[src/hdl/complex_matrix_row_op_engine_defines.svh]
// Assertion macros for the complex matrix row operation engine.
`ifndef COMPLEX_MATRIX_ROW_OP_ENGINE_DEFINES_SVH
`define COMPLEX_MATRIX_ROW_OP_ENGINE_DEFINES_SVH
`ifndef ASSERT_OFF
`define CMROE_ASSERT(lbl, clk, rst, prop, msg) \
   lbl: assert property (@(posedge clk) disable iff (rst) prop) else $error(msg);
`define CMROE_ASSERT_ALWAYS(lbl, clk, prop, msg) \
   lbl: assert property (@(posedge clk) prop) else $error(msg);
`else
`define CMROE_ASSERT(lbl, clk, rst, prop, msg)
`define CMROE_ASSERT_ALWAYS(lbl, clk, prop, msg)
`endif
`endif

[src/hdl/cmroe_ram.sv]
// Generic single write port RAM with registered read.
module cmroe_ram #(
   parameter int WIDTH = 64,
   parameter int DEPTH = 64,
   localparam int AW = (DEPTH > 1) ? $clog2(DEPTH) : 1
) (
   input  logic             clock,
   input  logic             wr_en,
   input  logic [AW-1:0]    wr_addr,
   input  logic [WIDTH-1:0] wr_data,
   input  logic             rd_en,
   input  logic [AW-1:0]    rd_addr,
   output logic [WIDTH-1:0] rd_data
);

   logic [WIDTH-1:0] mem [DEPTH];
   logic [WIDTH-1:0] rd_data_ff;

   always_ff @(posedge clock) begin
      if (wr_en) mem[wr_addr] <= wr_data;
      if (rd_en) rd_data_ff <= mem[rd_addr];
   end

   assign rd_data = rd_data_ff;

endmodule

[config.mk]
export PLATFORM = sky130hd
export DESIGN_NAME = cmroe_ram
export DESIGN_NICKNAME = d
export VERILOG_FILES = /design/src/hdl/complex_matrix_row_op_engine_defines.svh /design/src/hdl/cmroe_ram.sv
export SDC_FILE = /design/constraint.sdc
export NUM_CORES = 2
export LEC_CHECK = 0
export BUFFER_PORTS_ARGS = -buffer_cell sky130_fd_sc_hd__buf_2
export CORE_MARGIN = 5
export CORE_UTILIZATION = 55
export CTS_BUF_LIST = sky130_fd_sc_hd__clkbuf_4 sky130_fd_sc_hd__clkbuf_8
export DETAILED_ROUTE_END_ITERATION = 8
export HOLD_SLACK_MARGIN = 0.12
export PLACE_DENSITY = 0.79
export SLEW_MARGIN = 10
export SYNTH_ARGS = -nofsm -noshare
export SYNTH_HDL_FRONTEND = slang
export SYNTH_SLANG_ARGS = --single-unit
export TNS_END_PERCENT = 20
[constraint.sdc]
create_clock -name clock -period 16.3 [get_ports clock]
set_input_delay 1.63 -clock clock [delete_from_list [all_inputs] [get_ports clock]]
set_output_delay 1.63 -clock clock [all_outputs]
set_load 0.01 [all_outputs]
==> results by group <==
Global route
  • GRT Resource Usage Total: 27.8%
  • First-pass GRT wire length: 581000 um
  • Total global routing overflow: 0
  • Largest net degree at the start of global routing: 137
  • Number of global-route vias before repair: 78700
  • Initial antenna violation count: 42

Hold path
  • Hold Startpoint: mem[47][10]
  • HP Class: reg2reg

Worst setup path
  • Most common cell on crit path: buf_4
  • CP arrival: 6.50 ns
  • CP cell instances: buf_12 -> buf_4 -> buf_4 -> buf_4 -> mux4_2 -> mux2i_1 -> o22ai_1 -> a41oi_1 -> a211oi_1
  • Crit Path Max Fanout: 88
  • Max stage delay on crit path: 0.89 ns
  • Element type at the critical path end: register
  • R2R Path Start: mem[6][62]
  • Crit Path Category: in2reg
  • Reg2reg path depth: 4
  • Crit path from: rd_addr[0]
  • Startpoint Class: input pin
  • Crit Reg-Reg Endpoint: rd_data[62]
  • Req. time, crit path: 17.08 ns
  • Slowest-stage cell, CP: buf_4
  • Critical Path Sink: rd_data[20]
  • R2r setup slk: 14.09 ns

Placed design
  • HPWL after DPL: 218000 um
  • Gpl congestion: 0.799
  • DP Cell Count: 10300
  • Post-place instance area: 0.163 mm2
  • IO buf count: 142
  • Place WS: 9.38 ns

Route
  • Vias/cell: 6.83
  • Routed WL per cell: 35.9 um
  • DR vias: 78100
  • Post-Route WL: 411000 um
  • Pre-Repair DR Iteration Count: 5
  • DRC Markers: 0
  • 1st-iter DRT viols: 12900
  • Post-route ant nets: 0

Finish
  • Layout area overhead: 11.1%
  • Nets: 7268
  • Most frequent cells in the layout: edfxtp_1 (4160), mux4_2 (1024), clkbuf_8 (619)
  • Fin area: 0.174 mm2
  • Filler cell count: 17800
  • Fin cells: 11400
  • Layout cells sized above 1: 31.4%
  • Final Util: 61.3%
  • Most common cell after layout, fill and taps aside: edfxtp_1

Clock network
  • Clock-pin slew on the worst setup and hold paths: 0.06 ns
  • CTS buffer count: 611
  • Hold-fix buffers, CTS: 0
  • Clk buf depth: 4
  • CTS sink cnt: 4160
  • Clk_lat worst skew: 1.12 ns
  • TritonCTS clock tree: yes
  • # resized after CTS: 0
  • H-tree Lvls: 6
  • Root buf cell: clkbuf_8
  • # Post-CTS Setup Buffers: 0

STA
  • Final hold slack: 0.900 ns
  • Final Max Slew Viols: 0
  • Slew HR: 11.4%
  • Setup Viol. Count Final: 0
  • Setup tns final: 0 ns
  • Crit path time final: 5.72 ns
  • Worst-Margin Slew: 1.33 ns
  • Final worst slack: 10.58 ns
  • Final worst path period share: 35.1%
  • Worst Skew: 0.111 ns
  • RSZ-0062 raised after global routing: no
  • Fin. Hold Viols: 0
  • Fmax: 175 MHz

Yosys
  • Number of synthesized register bits: 4160
  • Proportion of synthesized chip area in sequential cells: 79.6%
  • Syn_area_per_cell: 23.8 um2
  • Cells after Synth: 6598
  • Yosys Warn Count: 0
  • Synthesized Nets: 6677
  • Netlist cell types: 32
  • Mapped cell area: 0.157 mm2

Floorplan
  • Die area: 0.296 mm2
  • CORE AREA: 0.285 mm2
  • Row count: 196
  • Die Span X: 544 um
  • Die Y: 544 um
  • Io pins: 143
  • Starting Density: 55.1%

Outcome
  • Status: completed

Pwr
  • Total power: 20.9 mW
  • Total leakage power: 54.4 nW
  • PwrDens: 120 mW/mm2
  • Max VDD drop: 110 uV

Flow run
  • Max Cap Viol: 0
[sequential cells by signal, indices dropped and copies added (netlist names)]
register and flops:
mem 4096, rd_data 64
[cell type report]
class,instances,area [um2],area share [%]
Antenna cell,29,72.6,0.0416
Clock buffer,822,10000,5.76
Clock inverter,256,1480,0.848
Inverter,19,71.3,0.0409
Multi-Input combinational cell,2049,30800,17.6
Sequential cell,4160,125000,71.6
Tap cell,3762,4710,2.70
Timing Repair Buffer,348,2340,1.34
[cells in the mapped netlist]
cell | n | area [um2]
a22oi_1 | 168 | 1260
or3b_2 | 1 | 8.76
nand3b_1 | 2 | 15.0
inv_1 | 19 | 71.3
a2bb2oi_1 | 19 | 166
clkbuf_1 | 140 | 526
a41oi_1 | 26 | 228
o221ai_1 | 38 | 333
nor3_1 | 2 | 10.0
buf_2 | 170 | 851
or3_1 | 29 | 181
and2_1 | 3 | 18.8
nand4b_1 | 1 | 8.76
nand2b_1 | 11 | 68.8
nor2b_1 | 28 | 175
o22ai_1 | 83 | 519
nor2_1 | 112 | 420
buf_4 | 34 | 255
mux2i_1 | 135 | 1350
a31oi_1 | 18 | 113
buf_6 | 6 | 67.6
a22o_1 | 88 | 771
nand4_1 | 2 | 12.5
nand2_1 | 58 | 218
buf_1 | 20 | 75.1
edfxtp_1 | 4160 | 125000
and3_1 | 64 | 400
mux4_2 | 1024 | 23100
nand3_1 | 45 | 225
a31o_1 | 1 | 8.76
or2_2 | 28 | 175
a211oi_1 | 63 | 473
[worst min path at each step]
| stage | endpoint | slack [ns] | cells after the start |
|---|---|---|---|
| 6_report | rd_data[10] | 0.90 | 4 |
| 3_5_place_dp | rd_data[34] | 0.91 | 4 |
| 2_1_floorplan | rd_data[61] | 0.86 | 4 |
| 4_1_cts | rd_data[2] | 0.91 | 4 |
| 5_1_grt | rd_data[2] | 0.95 | 4 |
| 3_3_place_gp | rd_data[18] | 0.89 | 4 |
[metal layers]
metal	GRT usage [%]	part of all wire, %
met1	36.8	32
met2	43.6	48
met3	6.88	14
met4	14.1	6.0
met5	0	0.029
[critical path: cells and delay by family]
kind	cells	cell delay, ns
compound gates	3	0.67
buf+inv	4	3.11
mux	2	0.78
[power breakdown]
part / leakage [nW] / switching [mW] / internal, mW
logic: 10.8 / 0.605 / 0.354
registers: 37.5 / 0.0444 / 11.9
clock network: 6.08 / 3.88 / 4.12
[cells by family after synthesis]
logic type,Yosys count,synth area share [%]
DFF,4160,79.6
muxes,1159,15.6
AOI/OAI and AO/OA,504,2.47
buffers and inverters,389,1.18
and+or+nand+nor,386,1.23
(Power assumes the default switching activity.)
