File: src/hdl/complex_matrix_row_op_engine_defines.svh
// Assertion macros for the complex matrix row operation engine.
`ifndef COMPLEX_MATRIX_ROW_OP_ENGINE_DEFINES_SVH
`define COMPLEX_MATRIX_ROW_OP_ENGINE_DEFINES_SVH
`ifndef ASSERT_OFF
`define CMROE_ASSERT(lbl, clk, rst, prop, msg) \
   lbl: assert property (@(posedge clk) disable iff (rst) prop) else $error(msg);
`define CMROE_ASSERT_ALWAYS(lbl, clk, prop, msg) \
   lbl: assert property (@(posedge clk) prop) else $error(msg);
`else
`define CMROE_ASSERT(lbl, clk, rst, prop, msg)
`define CMROE_ASSERT_ALWAYS(lbl, clk, prop, msg)
`endif
`endif

File: src/hdl/cmroe_pkg.sv
// Shared codes, types and saturation helpers of the complex matrix row op engine.
package cmroe_pkg;

   localparam logic [4:0] OP_ZERO     = 5'd0;
   localparam logic [4:0] OP_UNIT     = 5'd1;
   localparam logic [4:0] OP_SETBUF   = 5'd2;
   localparam logic [4:0] OP_READBUF  = 5'd3;
   localparam logic [4:0] OP_LOAD     = 5'd4;
   localparam logic [4:0] OP_STORE    = 5'd5;
   localparam logic [4:0] OP_SWAP     = 5'd6;
   localparam logic [4:0] OP_MUL      = 5'd7;
   localparam logic [4:0] OP_ADD      = 5'd8;
   localparam logic [4:0] OP_NEG      = 5'd9;
   localparam logic [4:0] OP_INV      = 5'd10;
   localparam logic [4:0] OP_MAXABS   = 5'd11;
   localparam logic [4:0] OP_ISUNIT   = 5'd12;
   localparam logic [4:0] OP_ISZERO   = 5'd13;
   localparam logic [4:0] OP_SWAPROWS = 5'd14;
   localparam logic [4:0] OP_SCALEROW = 5'd15;
   localparam logic [4:0] OP_ADDROWMUL = 5'd16;

   localparam logic [1:0] ERR_OK    = 2'd0;
   localparam logic [1:0] ERR_RANGE = 2'd1;
   localparam logic [1:0] ERR_DIV0  = 2'd2;

   localparam logic REG_ROWS = 1'b0;
   localparam logic REG_COLS = 1'b1;

   localparam logic [31:0] Q_ONE   = 32'h0001_0000;
   localparam logic [31:0] Q_MAX   = 32'h7FFF_FFFF;
   localparam logic [31:0] Q_MIN   = 32'h8000_0000;
   localparam int          QUO_W   = 34;

   typedef enum logic [4:0] {
      ST_CLEAR, ST_IDLE, ST_DECODE, ST_ELEM, ST_CMUL, ST_CMUL_END,
      ST_MAG_E, ST_MAG_B, ST_MAG_END, ST_DIV_RE, ST_DIV_IM,
      ST_ROW_RD, ST_ROW_CAP, ST_ROW_RD2, ST_ROW_CAP2, ST_ROW_WR,
      ST_SW_RDA, ST_SW_RDB, ST_SW_WR1, ST_SW_WR2, ST_DONE
   } state_type;

   typedef struct packed {
      logic en;
      logic clr;
      logic sub;
   } mul_ctrl_type;

   typedef struct packed {
      logic        sat;
      logic [31:0] val;
   } clamp_type;

   // round to nearest (ties up) after >>16, then clamp to 32 bits
   function automatic clamp_type rnd_clamp(input logic signed [65:0] x);
      logic signed [65:0] t;
      logic signed [49:0] s;
      clamp_type          r;
      t = x + 66'sd32768;
      s = t[65:16];
      if (s > 50'sd2147483647) r = '{1'b1, Q_MAX};
      else if (s < -50'sd2147483648) r = '{1'b1, Q_MIN};
      else r = '{1'b0, s[31:0]};
      return r;
   endfunction

   function automatic clamp_type add_clamp(input logic signed [31:0] a,
                                           input logic signed [31:0] b);
      logic signed [32:0] s;
      clamp_type          r;
      s = 33'(a) + 33'(b);
      if (s[32] != s[31]) r = '{1'b1, (s[32] ? Q_MIN : Q_MAX)};
      else r = '{1'b0, s[31:0]};
      return r;
   endfunction

   function automatic clamp_type neg_clamp(input logic signed [31:0] a);
      clamp_type r;
      if (a == $signed(Q_MIN)) r = '{1'b1, Q_MAX};
      else r = '{1'b0, 32'(-a)};
      return r;
   endfunction

   // apply sign to an unsigned quotient and clamp
   function automatic clamp_type div_fix(input logic [QUO_W-1:0] q, input logic neg);
      clamp_type r;
      if (neg) begin
         if (q > QUO_W'(Q_MIN)) r = '{1'b1, Q_MIN};
         else r = '{1'b0, 32'(-q)};
      end else begin
         if (q > QUO_W'(Q_MAX)) r = '{1'b1, Q_MAX};
         else r = '{1'b0, q[31:0]};
      end
      return r;
   endfunction

endpackage

File: src/hdl/cmroe_mul.sv
// Shared 32x32 signed multiply-accumulate unit.
module cmroe_mul
   import cmroe_pkg::*;
(
   input  logic                clock,
   input  mul_ctrl_type        ctrl,
   input  logic signed [31:0]  a,
   input  logic signed [31:0]  b,
   output logic signed [65:0]  acc
);

   logic signed [63:0] prod;
   logic signed [65:0] base;
   logic signed [65:0] acc_in;
   logic signed [65:0] acc_ff;

   always_comb begin
      prod   = a * b;
      base   = ctrl.clr ? 66'sd0 : acc_ff;
      acc_in = ctrl.sub ? base - 66'(prod) : base + 66'(prod);
   end

   always_ff @(posedge clock) begin
      if (ctrl.en) acc_ff <= acc_in;
   end

   assign acc = acc_ff;

endmodule

File: config.mk
export PLATFORM = sky130hd
export DESIGN_NAME = cmroe_mul
export DESIGN_NICKNAME = d
export VERILOG_FILES = /design/src/hdl/complex_matrix_row_op_engine_defines.svh /design/src/hdl/cmroe_pkg.sv /design/src/hdl/cmroe_mul.sv
export SDC_FILE = /design/constraint.sdc
export NUM_CORES = 2
export LEC_CHECK = 0
export ABC_AREA = 1
export BUFFER_PORTS_ARGS = -buffer_cell sky130_fd_sc_hd__buf_2
export CAP_MARGIN = 25
export CORE_UTILIZATION = 56
export DETAILED_ROUTE_END_ITERATION = 7
export PLACE_DENSITY = 0.76
export SYNTH_ARGS = -nofsm -noshare
export SYNTH_HDL_FRONTEND = slang
export SYNTH_SLANG_ARGS = --single-unit
File: constraint.sdc
create_clock -name clock -period 22 [get_ports clock]
set_input_delay 1.1 -clock clock [delete_from_list [all_inputs] [get_ports clock]]
set_output_delay 1.1 -clock clock [all_outputs]
set_load 0.1 [all_outputs]
==> metrics.txt <==
Routed WL=136700 µm; wire length per cell=17.71 µm; RR Startpoint=acc[8]$_DFFE_PP_; clk slew on worst S/H paths=0.08 ns; CP Max Fanout=32; CTS Hold Bufs=0; Synth Warn #=0; CP max stage delay=1.04 ns; number of synthesized flops with an enable pin=66; dpl ws=9.645 ns; drc violations=0; all-layer global routing usage=0.3264; Slew HR=0.3720; CP max-delay cell=fa_1; post-synth top area cell=fa_1; largest net degree at the start of global routing=67; Post-synth top cells=inv_1 (1947), nand2_1 (1925), fa_1 (1083); # rows=107; Slew @ Worst Pin=0.9420 ns; maximum clock rate=0.08227 GHz; Clk Latency, worst-skew pair=0.36 ns; Setup CP Type=input pin to flip-flop; count leader, synth=inv_1; DIE WIDTH=295.6 µm; Synth top area share=0.4492; # Post-CTS Setup Buffers=0; Crit. Startpoint=b[5]; Hold Path Depth=3; # IOs=134; syn avg cell area=7.305 µm²; Antenna Nets Post-Route=0; Cells after Synth=6607; clock skew=0.02117 ns; Starting Density=0.5659; Final Net Count=7964; setup_tns=0 ns; Die ar.=87360 µm²; CTS Buf Count=9; synth unique cells=49; PnR worst setup slack=9.845 ns; area grow syn2layout=3.767%; largest cells by area after synthesis=fa_1 (45%), inv_1 (15%), nand2_1 (15%), ha_1 (6.5%), edfxtp_1 (4.1%); Main synth FF type=edfxtp_1; Clock Root Buffer=clkbuf_16; Critical Path RT=22.10 ns; max-slew violation count=0; Max Cap Violations=0; Core Box Area=85280 µm²; IO Port Bufs=133; run status=complete, no violations; ratio of cells with drive above 1 in the final layout=0.03928; flops & latches, synth=66; Hold Startpoint=acc[0]$_DFFE_PP_; CP Data Arrival Time=12.26 ns; RePlAce Congestion=1.054; largest buffer count on any clock path=2; number of flip-flops in the largest register=66; via count=40573; Die H=295.6 µm; Seq/Total Area, Yosys=0.04107; first-pass GRT wire length=223200 µm; CTS tree=built; global route total overflow=0; count of final hold-check violations=0; 1st-iter DRT viols=3053; drt via density=5.258; startpoint types=input pin; drt pass-1 iters=6; fill cell count=7918; cells on worst reg2reg path=15; HP Class=flip-flop to flip-flop; Finish-stage setup viols=0; initial antenna violation count=6; CTS resizes=0; CP endpoint kind=flip-flop; vias in the first global route=42468; DP Wirelength=117900 µm; CTS sink count=66; htree depth=3; ys async rst share=0; final period utilization=0.5525; RSZ-0062 raised after global routing=false; Tmin final=12.16 ns; Syn Std Cell Area=48260 µm²; Worst path most repeated cell=nand2_1; Post-Syn Nets=8008
[layout make-up]
type | count | area, µm² | area share
multi-input cells | 4368 | 38120 | 0.7612
inverters | 1965 | 7376 | 0.1473
flip-flops and latches | 66 | 1982 | 0.03958
well taps | 1144 | 1431 | 0.02858
repair buffers | 153 | 835.8 | 0.01669
clock buffers | 9 | 225.2 | 0.004497
clock inverters | 7 | 93.84 | 0.001874
diodes | 5 | 12.51 | 0.0002498
[critical path, delay by kind of cell]
kind,cells,cell delay (ns)
fa+ha+maj,10,5.52
simple gates,25,3.65
buf+inv,8,1.44
xor+xnor,2,0.37
compound gates,1,0.14
[logic make-up after synthesis]
family | after synthesis | synth area share
DFF | 66 | 0.04107
and+or+nand+nor | 2615 | 0.2175
xor gates and xnor gates | 143 | 0.02657
adders and majority gates | 1333 | 0.5141
AOI/OAI and AO/OA | 277 | 0.03184
buffers and inverters | 2173 | 0.1690
[final timing paths]
check                                          to  slack [ns]
worst min-delay path             acc[0]$_DFFE_PP_        0.85
worst min register to register   acc[0]$_DFFE_PP_        0.85
worst max-delay path            acc[65]$_DFFE_PP_        9.84
worst max register to register  acc[63]$_DFFE_PP_       17.73
[metal layers]
metal	vias to the layer above	global-route usage	share of wire
li1	18593	-	-
met1	20092	0.4401	0.42
met2	1612	0.5614	0.49
met3	274	0.03157	0.069
met4	2	0.09023	0.028
met5	-	0	0.000095
[layout by cell type (no fill, tap or decap), types with 7 or more instances in the layout]
cell type  netlist  final
inv_1         1947   1947
nand2_1       1925   1925
fa_1          1083   1083
nor2_1         397    397
ha_1           250    250
a21oi_1        139    139
buf_2            0    133
nand3_1        113    113
xor2_1         100    100
o21ai_0         70     70
edfxtp_1        66     66
nand4_1         52     52
xnor2_1         39     39
a31oi_1         24     24
nor3_1          23     23
nor2_2          22     22
nand3b_1        19     19
buf_4            0     19
nand2_2         17     17
or2_2           12     12
inv_2           12     12
clkbuf_16        0      9
o21bai_1         8      8
o211ai_1         8      8
clkinv_1         6      7
o21a_1           7      7
[stage by stage]
stage                     hold WS (ns)  cell area, µm²  instances    util
after floorplan                  1.213           48260       6607       -
after global placement          0.8484           49720       7695  0.5830
after detailed placement        0.8571           49750       7696  0.5833
after CTS                       0.8702           50070       7712  0.5871
after global routing            0.9223           50080       7717  0.5872
final                           0.8511           50080       7717  0.5872
Power is left out: the tool's default activity adds up to more than one toggle a clock period on the data nets, which glitch-free logic cannot reach.
