<file path="config.mk">
export PLATFORM = sky130hd
export DESIGN_NAME = cmroe_div
export DESIGN_NICKNAME = d
export VERILOG_FILES = /design/src/hdl/complex_matrix_row_op_engine_defines.svh /design/src/hdl/cmroe_pkg.sv /design/src/hdl/cmroe_div.sv
export SDC_FILE = /design/constraint.sdc
export NUM_CORES = 1
export LEC_CHECK = 0
export ABC_AREA = 1
export ABC_CLOCK_PERIOD_IN_PS = 4100
export BUFFER_PORTS_ARGS = -buffer_cell sky130_fd_sc_hd__buf_2
export CAP_MARGIN = 20
export CORE_MARGIN = 3
export CORE_UTILIZATION = 45
export DETAILED_ROUTE_END_ITERATION = 10
export HOLD_SLACK_MARGIN = 0.02
export PLACE_DENSITY = 0.62
export SKIP_LAST_GASP = 1
export SYNTH_ARGS = -nofsm -noshare
export SYNTH_HDL_FRONTEND = slang
export SYNTH_SLANG_ARGS = --single-unit
</file>
<file path="constraint.sdc">
create_clock -name clock -period 4.1 [get_ports clock]
set_input_delay 0.41 -clock clock [delete_from_list [all_inputs] [get_ports clock]]
set_output_delay 0.41 -clock clock [all_outputs]
set_load 0.02 [all_outputs]
</file>
<file path="src/hdl/complex_matrix_row_op_engine_defines.svh">
// Assertion macros for the complex matrix row operation engine.
`ifndef COMPLEX_MATRIX_ROW_OP_ENGINE_DEFINES_SVH
`define COMPLEX_MATRIX_ROW_OP_ENGINE_DEFINES_SVH
`ifndef ASSERT_OFF
`define CMROE_ASSERT(lbl, clk, rst, prop, msg) \
   lbl: assert property (@(posedge clk) disable iff (rst) prop) else $error(msg);
`define CMROE_ASSERT_ALWAYS(lbl, clk, prop, msg) \
   lbl: assert property (@(posedge clk) prop) else $error(msg);
`else
`define CMROE_ASSERT(lbl, clk, rst, prop, msg)
`define CMROE_ASSERT_ALWAYS(lbl, clk, prop, msg)
`endif
`endif

</file>
<file path="src/hdl/cmroe_pkg.sv">
// Shared codes, types and saturation helpers of the complex matrix row op engine.
package cmroe_pkg;

   localparam logic [4:0] OP_ZERO     = 5'd0;
   localparam logic [4:0] OP_UNIT     = 5'd1;
   localparam logic [4:0] OP_SETBUF   = 5'd2;
   localparam logic [4:0] OP_READBUF  = 5'd3;
   localparam logic [4:0] OP_LOAD     = 5'd4;
   localparam logic [4:0] OP_STORE    = 5'd5;
   localparam logic [4:0] OP_SWAP     = 5'd6;
   localparam logic [4:0] OP_MUL      = 5'd7;
   localparam logic [4:0] OP_ADD      = 5'd8;
   localparam logic [4:0] OP_NEG      = 5'd9;
   localparam logic [4:0] OP_INV      = 5'd10;
   localparam logic [4:0] OP_MAXABS   = 5'd11;
   localparam logic [4:0] OP_ISUNIT   = 5'd12;
   localparam logic [4:0] OP_ISZERO   = 5'd13;
   localparam logic [4:0] OP_SWAPROWS = 5'd14;
   localparam logic [4:0] OP_SCALEROW = 5'd15;
   localparam logic [4:0] OP_ADDROWMUL = 5'd16;

   localparam logic [1:0] ERR_OK    = 2'd0;
   localparam logic [1:0] ERR_RANGE = 2'd1;
   localparam logic [1:0] ERR_DIV0  = 2'd2;

   localparam logic REG_ROWS = 1'b0;
   localparam logic REG_COLS = 1'b1;

   localparam logic [31:0] Q_ONE   = 32'h0001_0000;
   localparam logic [31:0] Q_MAX   = 32'h7FFF_FFFF;
   localparam logic [31:0] Q_MIN   = 32'h8000_0000;
   localparam int          QUO_W   = 34;

   typedef enum logic [4:0] {
      ST_CLEAR, ST_IDLE, ST_DECODE, ST_ELEM, ST_CMUL, ST_CMUL_END,
      ST_MAG_E, ST_MAG_B, ST_MAG_END, ST_DIV_RE, ST_DIV_IM,
      ST_ROW_RD, ST_ROW_CAP, ST_ROW_RD2, ST_ROW_CAP2, ST_ROW_WR,
      ST_SW_RDA, ST_SW_RDB, ST_SW_WR1, ST_SW_WR2, ST_DONE
   } state_type;

   typedef struct packed {
      logic en;
      logic clr;
      logic sub;
   } mul_ctrl_type;

   typedef struct packed {
      logic        sat;
      logic [31:0] val;
   } clamp_type;

   // round to nearest (ties up) after >>16, then clamp to 32 bits
   function automatic clamp_type rnd_clamp(input logic signed [65:0] x);
      logic signed [65:0] t;
      logic signed [49:0] s;
      clamp_type          r;
      t = x + 66'sd32768;
      s = t[65:16];
      if (s > 50'sd2147483647) r = '{1'b1, Q_MAX};
      else if (s < -50'sd2147483648) r = '{1'b1, Q_MIN};
      else r = '{1'b0, s[31:0]};
      return r;
   endfunction

   function automatic clamp_type add_clamp(input logic signed [31:0] a,
                                           input logic signed [31:0] b);
      logic signed [32:0] s;
      clamp_type          r;
      s = 33'(a) + 33'(b);
      if (s[32] != s[31]) r = '{1'b1, (s[32] ? Q_MIN : Q_MAX)};
      else r = '{1'b0, s[31:0]};
      return r;
   endfunction

   function automatic clamp_type neg_clamp(input logic signed [31:0] a);
      clamp_type r;
      if (a == $signed(Q_MIN)) r = '{1'b1, Q_MAX};
      else r = '{1'b0, 32'(-a)};
      return r;
   endfunction

   // apply sign to an unsigned quotient and clamp
   function automatic clamp_type div_fix(input logic [QUO_W-1:0] q, input logic neg);
      clamp_type r;
      if (neg) begin
         if (q > QUO_W'(Q_MIN)) r = '{1'b1, Q_MIN};
         else r = '{1'b0, 32'(-q)};
      end else begin
         if (q > QUO_W'(Q_MAX)) r = '{1'b1, Q_MAX};
         else r = '{1'b0, q[31:0]};
      end
      return r;
   endfunction

endpackage

</file>
<file path="src/hdl/cmroe_div.sv">
// Restoring divider: ((num << 32) + den/2) / den, one quotient bit per cycle.
module cmroe_div
   import cmroe_pkg::*;
(
   input  logic             clock,
   input  logic             reset,
   input  logic             start,
   input  logic [31:0]      num,
   input  logic [63:0]      den,
   output logic             done,
   output logic [QUO_W-1:0] quo
);

   localparam int CNT_W = $clog2(QUO_W + 1);

   logic             busy_ff, busy_in;
   logic             done_ff, done_in;
   logic [CNT_W-1:0] cnt_ff, cnt_in;
   logic [63:0]      rem_ff, rem_in;
   logic [63:0]      den_ff, den_in;
   logic [QUO_W-1:0] low_ff, low_in;
   logic [QUO_W-1:0] q_ff, q_in;
   logic [64:0]      nsum;
   logic [64:0]      trial;
   logic             fits;

   always_comb begin
      nsum    = {1'b0, num, 32'b0} + {2'b0, den[63:1]};
      trial   = {rem_ff, low_ff[QUO_W-1]};
      fits    = trial >= {1'b0, den_ff};
      busy_in = busy_ff;
      done_in = 1'b0;
      cnt_in  = cnt_ff;
      rem_in  = rem_ff;
      den_in  = den_ff;
      low_in  = low_ff;
      q_in    = q_ff;
      if (busy_ff) begin
         rem_in = fits ? 64'(trial - {1'b0, den_ff}) : trial[63:0];
         low_in = {low_ff[QUO_W-2:0], 1'b0};
         q_in   = {q_ff[QUO_W-2:0], fits};
         cnt_in = cnt_ff - 1'b1;
         if (cnt_ff == CNT_W'(1)) begin
            busy_in = 1'b0;
            done_in = 1'b1;
         end
      end else if (start) begin
         busy_in = 1'b1;
         cnt_in  = CNT_W'(QUO_W);
         rem_in  = 64'(nsum[64:QUO_W]);
         low_in  = nsum[QUO_W-1:0];
         den_in  = den;
         q_in    = '0;
      end
   end

   always_ff @(posedge clock) begin
      if (reset) begin
         busy_ff <= 1'b0;
         done_ff <= 1'b0;
      end else begin
         busy_ff <= busy_in;
         done_ff <= done_in;
      end
      cnt_ff <= cnt_in;
      rem_ff <= rem_in;
      den_ff <= den_in;
      low_ff <= low_in;
      q_ff   <= q_in;
   end

   assign done = done_ff;
   assign quo  = q_ff;

endmodule

</file>
==> results of run 1 <==
==> per-stage QoR <==
step,setup WS [ns],utilization
3_3_place_gp,0.974,0.498
2_1_floorplan,0.926,-
3_5_place_dp,0.988,0.499
5_1_grt,0.806,0.526
4_1_cts,0.988,0.526
6_report,0.919,0.526
==> path summary, 6_finish.rpt <==
path	slack, ns	end
max	0.92	rem_ff[12]$_DFFE_PP_
min	0.05	den_ff[19]$_DFFE_PP_
max reg2reg	0.92	rem_ff[12]$_DFFE_PP_
min reg2reg	0.51	low_ff[0]$_SDFFE_PP0P_
==> kinds of logic (layout without fill, tap and decap cells) <==
kind of cell,Yosys count,in the layout
and+or+nand+nor,1247,1247
AOI/OAI and AO/OA,238,238
DFF,204,204
adders and majority gates,99,99
xor gates and xnor gates,37,37
buffers and inverters,515,677
==> repair_timing <==
action	CTS	global route
hold buffers	10	0
hold endpoints to repair	10	0
resized for setup	0	0
==> cells in the final DEF (no fill, tap or decap), types with 3 or more instances in the layout <==
cell and instances:
o21bai_1 28, a21boi_0 3, edfxtp_1 201, clkbuf_16 25, a21o_1 4, inv_2 26, nand2_2 3, buf_4 11
o21ai_0 50, xnor2_1 28, clkbuf_8 3, clkinv_1 3, nor2_2 9, bufinv_16 3, a21oi_1 111, nor2_4 3
nor3_1 17, inv_1 451, nor4_1 3, buf_2 133, or2_2 18, nand2_1 772, o21ai_1 3, ha_1 97
nand4_1 19, clkbuf_1 3, clkinv_2 3, dlygate4sd3_1 10, xor2_1 9, nor3_2 3, nor2_1 191, nand3_1 182
nand3b_1 22, a22o_1 32
==> state kept, by name (all words and copies together) (netlist names) <==
register,count
den_ff,64
rem_ff,64
low_ff,34
quo,34
cnt_ff,6
busy_ff,1
done,1
==> layer usage <==
layer / up-vias / wire length (um) / GRT usage
li1: 7709 / - / -
met1: 7465 / 27100 / 0.452
met2: 682 / 25100 / 0.455
met3: 125 / 4990 / 0.0496
met4: 0 / 2810 / 0.127
met5: - / 0 / 0
==> where the power goes <==
| part | internal, mW | switching, mW |
|---|---|---|
| clock | 1.37 | 0.945 |
| combinational | 1.02 | 2.27 |
| sequential | 2.59 | 0.128 |
==> worst reg2reg max path: stages, from the launching register on <==
cell and delay, ns:
edfxtp_1 0.40, ha_1 0.44, nand2_1 0.15, nor2_1 0.65, nand3_1 0.16, nor2_1 0.14
nand2_1 0.06, nand3_1 0.12, nor2_4 0.05, nand2_4 0.10, buf_12 0.24, nand2_1 0.25
nand3_1 0.12, nand2_1 0.06
==> layout make-up <==
type | instances | area (um2) | share of cell area
Multi-Input combinational cell | 1621 | 8230 | 0.447
Sequential cell | 204 | 6100 | 0.331
Inverter | 477 | 1790 | 0.0972
Timing Repair Buffer | 156 | 896 | 0.0486
Clock buffer | 31 | 678 | 0.0368
Tap cell | 455 | 569 | 0.0309
Clock inverter | 13 | 160 | 0.00869
==> flow_metrics.env, run 1 <==
export IMPL_synth_area_top_cells="edfxtp_1 (37%), nand2_1 (18%), inv_1 (10%)"
export IMPL_cellLeakagePower_nw=9.84
export IMPL_synthDistinctLibCells=40
export IMPL_ant_nets=0
export IMPL_rows=68
export IMPL_grt_first_pass_wirelength_um=90700
export IMPL_grt_overflow=0
export IMPL_grt_usage=0.309
export IMPL_ys_seq_elements=204
export IMPL_power_per_cell_area_nw_per_um2=451
export IMPL_ys_flop_type="edfxtp_1"
export IMPL_yosys_area_share_simple=0.320
export IMPL_wl_per_cell_um=20.3
export IMPL_dieArea_um2=38500
export IMPL_synth_edf_count=201
export IMPL_reg2reg_from="rem_ff[11]$_DFFE_PP_"
export IMPL_final_area_um2=18400
export IMPL_nFillCells=3538
export IMPL_async_reset_ff_frac=0
export IMPL_path_clk_slew_ns=0.06
export IMPL_yosysSeqAreaShare=0.375
export IMPL_dp_hpwl_um=48600
export IMPL_fin_setup_tns_ns=0
export IMPL_cp_start_kind="flip-flop"
export IMPL_yosysMostFrequentCell="nand2_1"
export IMPL_crit_path_start="rem_ff[11]$_DFFE_PP_"
export IMPL_h_tree_depth=1
export IMPL_firstDrtPassIters=5
export IMPL_hold_start="den[19]"
export IMPL_peakVddDrop_uv=389
export IMPL_io_pins=134
export IMPL_slowest_stage="nor2_1"
export IMPL_hold_class="in -> reg"
export IMPL_worstPathRequired_ns=4.41
export IMPL_core_um2=35100
export IMPL_cp_top_family="simple AND/OR/NAND/NOR gates"
export IMPL_synth_area_per_cell_um2=6.95
export IMPL_synth_fa_ha_area_frac=0.0771
export IMPL_worst_pin_slew_ns=0.826
export IMPL_start_util=0.464
export IMPL_cp_cell_sequence="ha_1 > nand2_1 > nor2_1 > nand3_1 > nor2_1 > nand2_1 > nand3_1 > nor2_4 > nand2_4 > buf_12 > nand2_1 > nand3_1 > nand2_1"
export IMPL_hold_ws_ns=0.0461
export IMPL_numPortBuffers=133
export IMPL_synth_xor_area_share=0.0199
export IMPL_critical_path_max_stage_delay_ns=0.65
export IMPL_crit_type="reg -> reg"
export IMPL_maxCapViolCount=0
export IMPL_cts_root_buf="clkbuf_16"
export IMPL_nets=2683
export IMPL_rr_worst_depth=13
export IMPL_whs_path_depth=1
export IMPL_setup_violations_final=0
export IMPL_fmax_mhz=314
export IMPL_fp_dieH_um=196
export IMPL_layout_drive_gt1_share=0.101
export IMPL_grt_setup_unrepaired="no"
export IMPL_grt_pass1_vias=15200
export IMPL_yosys_area_top_type_share=0.371
export IMPL_fin_cells=2957
export IMPL_grt_start_max_net_pins=92
export IMPL_num_antenna_cells=0
export IMPL_synth_common_cells="nand2_1 (773), inv_1 (451), edfxtp_1 (201)"
export IMPL_synth_top_area_cell="edfxtp_1"
export IMPL_skew_ns=0.0332
export IMPL_antenna_found_initial=0
export IMPL_cts_tree="yes"
export IMPL_status="complete, no violations"
export IMPL_syn_area_um2=16300
export IMPL_path_depth=13
export IMPL_clk_latency_ns=0.56
export IMPL_worst_path_buf_inv=1
export IMPL_place_inst=2903
export IMPL_placed_cell_area_um2=17500
export IMPL_gp_congestion=1.04
export IMPL_drt_iter0_markers=1704
export IMPL_synth_compound_area_frac=0.0872
export IMPL_hold_viol_final=0
export IMPL_period_needed_ns=3.18
export IMPL_synth_top_family_by_area="simple AND/OR/NAND/NOR gates"
export IMPL_viasPerCell=5.40
export IMPL_ys_warn_count=0
export IMPL_total_power_mw=8.32
export IMPL_wirelength_um=60000
export IMPL_cts_buffers=25
export IMPL_cp_common_cell="nand2_1"
export IMPL_maxSlewViolCount=0
export IMPL_clk_path_buf_depth=3
export IMPL_drcViolationCount=0
export IMPL_worstPathArrival_ns=3.49
export IMPL_synthToLayoutAreaGrowth_pct=13.3
export IMPL_cp_end_kind="flip-flop"
export IMPL_dr_total_vias=16000
export IMPL_numClockSinks=204
export IMPL_worst_slew_margin_rel=0.447
export IMPL_crit_fanout=47
export IMPL_fin_crit_sh=0.776
export IMPL_cts_setup_buffers=0
export IMPL_synth_area_mux_share=0
export IMPL_syn_instance_count=2340
export IMPL_die_w_um=196
export IMPL_syn_num_nets=2538
Note: power is estimated with default switching activity, not from simulation.
==> run 2: changes to the inputs <==
ABC_CLOCK_PERIOD_IN_PS = 2600   (was 4100)
clock period = 2.6 ns   (was 4.1 ns; I/O delays follow)
==> run 2 against run 1 <==
Effect of this change:
- the run now ends with setup timing left
- utilization up 11 points
- maximum frequency increased by 20%
- global-route usage decreased by 0.64 points
- cell count up 9.8%
- die area is the same
- combinational power increased by 120%
- clock skew shrank 0.022 ns
- clock-buffer cell count is 1 lower
- clock power is 52% higher
- sequential power is 60% higher
- worst setup slack got worse by 0.97 ns
- largest cell class unchanged
==> flow_metrics.env, run 2 (synthesis results as in run 1) <==
export IMPL_grt_first_pass_wirelength_um=90600
export IMPL_synthToLayoutAreaGrowth_pct=37.1
export IMPL_wirelength_um=61600
export IMPL_power_per_cell_area_nw_per_um2=674
export IMPL_dieArea_um2=38500
export IMPL_clk_latency_ns=0.55
export IMPL_layout_drive_gt1_share=0.263
export IMPL_maxSlewViolCount=0
export IMPL_place_inst=3094
export IMPL_nets=2971
export IMPL_worst_pin_slew_ns=0.787
export IMPL_viasPerCell=5.27
export IMPL_antenna_found_initial=1
export IMPL_core_um2=35100
export IMPL_fin_setup_tns_ns=-0.349
export IMPL_ant_nets=0
export IMPL_failed_checks="setup timing"
export IMPL_drcViolationCount=0
export IMPL_cts_buffers=25
export IMPL_worst_slack_ns=-0.0519
export IMPL_grt_pass1_vias=16300
export IMPL_start_util=0.464
export IMPL_dr_total_vias=17100
export IMPL_h_tree_depth=1
export IMPL_wl_per_cell_um=19.0
export IMPL_fin_crit_sh=1.02
export IMPL_fin_cells=3246
export IMPL_drt_iter0_markers=1669
export IMPL_numPortBuffers=133
export IMPL_hold_viol_final=0
export IMPL_worstPathRequired_ns=2.89
export IMPL_hold_start="num[0]"
export IMPL_numClockSinks=204
export IMPL_firstDrtPassIters=6
export IMPL_grt_usage=0.302
export IMPL_setup_violations_final=12
export IMPL_worst_slew_margin_rel=0.476
export IMPL_final_cell_mix="nand2_1 (694), inv_1 (430), buf_4 (224)"
export IMPL_cts_root_buf="clkbuf_16"
export IMPL_gp_congestion=1.09
export IMPL_period_needed_ns=2.65
export IMPL_status="finished, violations left"
export IMPL_peakVddDrop_uv=536
export IMPL_hold_ws_ns=0.178
export IMPL_io_pins=134
export IMPL_path_clk_slew_ns=0.06
export IMPL_rows=68
export IMPL_dp_hpwl_um=47400
export IMPL_grt_overflow=0
export IMPL_worstPathArrival_ns=2.94
export IMPL_crit_type="reg -> reg"
export IMPL_cts_tree="yes"
export IMPL_cellLeakagePower_nw=11.4
export IMPL_dp_slack_ns=-0.219
export IMPL_crit_fanout=8
export IMPL_grt_start_max_net_pins=69
export IMPL_top_regs="den_ff x64, rem_ff x64"
export IMPL_cp_end_kind="flip-flop"
export IMPL_cp_start_kind="flip-flop"
export IMPL_fmax_mhz=377
export IMPL_skew_ns=0.0114
export IMPL_crit_path_start="rem_ff[1]$_DFFE_PP_"
export IMPL_reg2reg_from="rem_ff[1]$_DFFE_PP_"
export IMPL_grt_setup_unrepaired="yes"
export IMPL_fp_dieH_um=196
export IMPL_maxCapViolCount=0
export IMPL_die_w_um=196
export IMPL_clk_path_buf_depth=3
export IMPL_hold_class="in -> reg"
export IMPL_final_common_cell="nand2_1"
## run 2: cell types whose count changed in the layout (fill, tap and decap cells not counted), sizes merged
cell / before / now
buf: 146 / 374
clkbuf: 31 / 35
clkinv: 6 / 7
clkinvlp: 2 / 3
diode: 0 / 1
dlygate4sd3: 10 / 65
inv: 479 / 478
## run 2: stage by stage
stage	util	total power [mW]	instance area [um2]
after floorplan	-	7.69	16300
after global placement	0.541	10.0	18900
after detailed placement	0.541	10.1	18900
after CTS	0.597	14.0	20900
after global routing	0.636	15.8	22300
final	0.636	15.0	22300
## run 2: final cells by class
type	instances	area, um2
fillers	3101	12800
flip-flops and latches	204	6100
diodes	1	2.50
well taps	455	569
clock inverters	14	158
clock buffers	30	644
inverters	477	1790
multi-input cells	1621	9610
repair buffers	444	3420
## run 2: worst paths after layout
| check | endpoint | slack, ns | cells after the start |
|---|---|---|---|
| max | rem_ff[12]$_DFFE_PP_ | -0.05 | 19 |
| min | low_ff[32]$_DFFE_PP_ | 0.18 | 3 |
| max reg2reg | rem_ff[12]$_DFFE_PP_ | -0.05 | 19 |
| min reg2reg | low_ff[0]$_SDFFE_PP0P_ | 0.50 | 2 |
## run 2: repair_timing
item,CTS,global route
hold endpoints to repair,78,0
resized for setup,68,248
hold buffers,65,0
pin swaps,8,51
setup buffers,10,29
gates cloned,1,5
endpoints found under the setup margin,64,65
## run 2: power breakdown
part           internal, mW  switching (mW)
Clock                  2.06            1.44
Combinational          2.99            4.19
Sequential             4.09           0.271
## run 2: critical path: stages (launching register included)
cell	delay, ns
edfxtp_1	0.43
ha_4	0.33
nand2_4	0.06
buf_6	0.11
nand2_2	0.05
nand2_2	0.05
nand2_2	0.09
nand2_2	0.08
nand3_4	0.10
nand2_2	0.07
nand2_4	0.09
nand2_4	0.06
nand2_4	0.07
nand3_4	0.12
nand2_8	0.14
buf_8	0.14
clkbuf_16	0.20
nand2_2	0.06
nand3_2	0.05
nand2_1	0.06
## run 2: metal layers
layer	vias up	global-route usage	routed length, um
li1	8304	-	-
met1	7948	0.422	26200
met5	-	0	0
met3	134	0.0402	5190
met4	0	0.112	2640
met2	712	0.481	27600
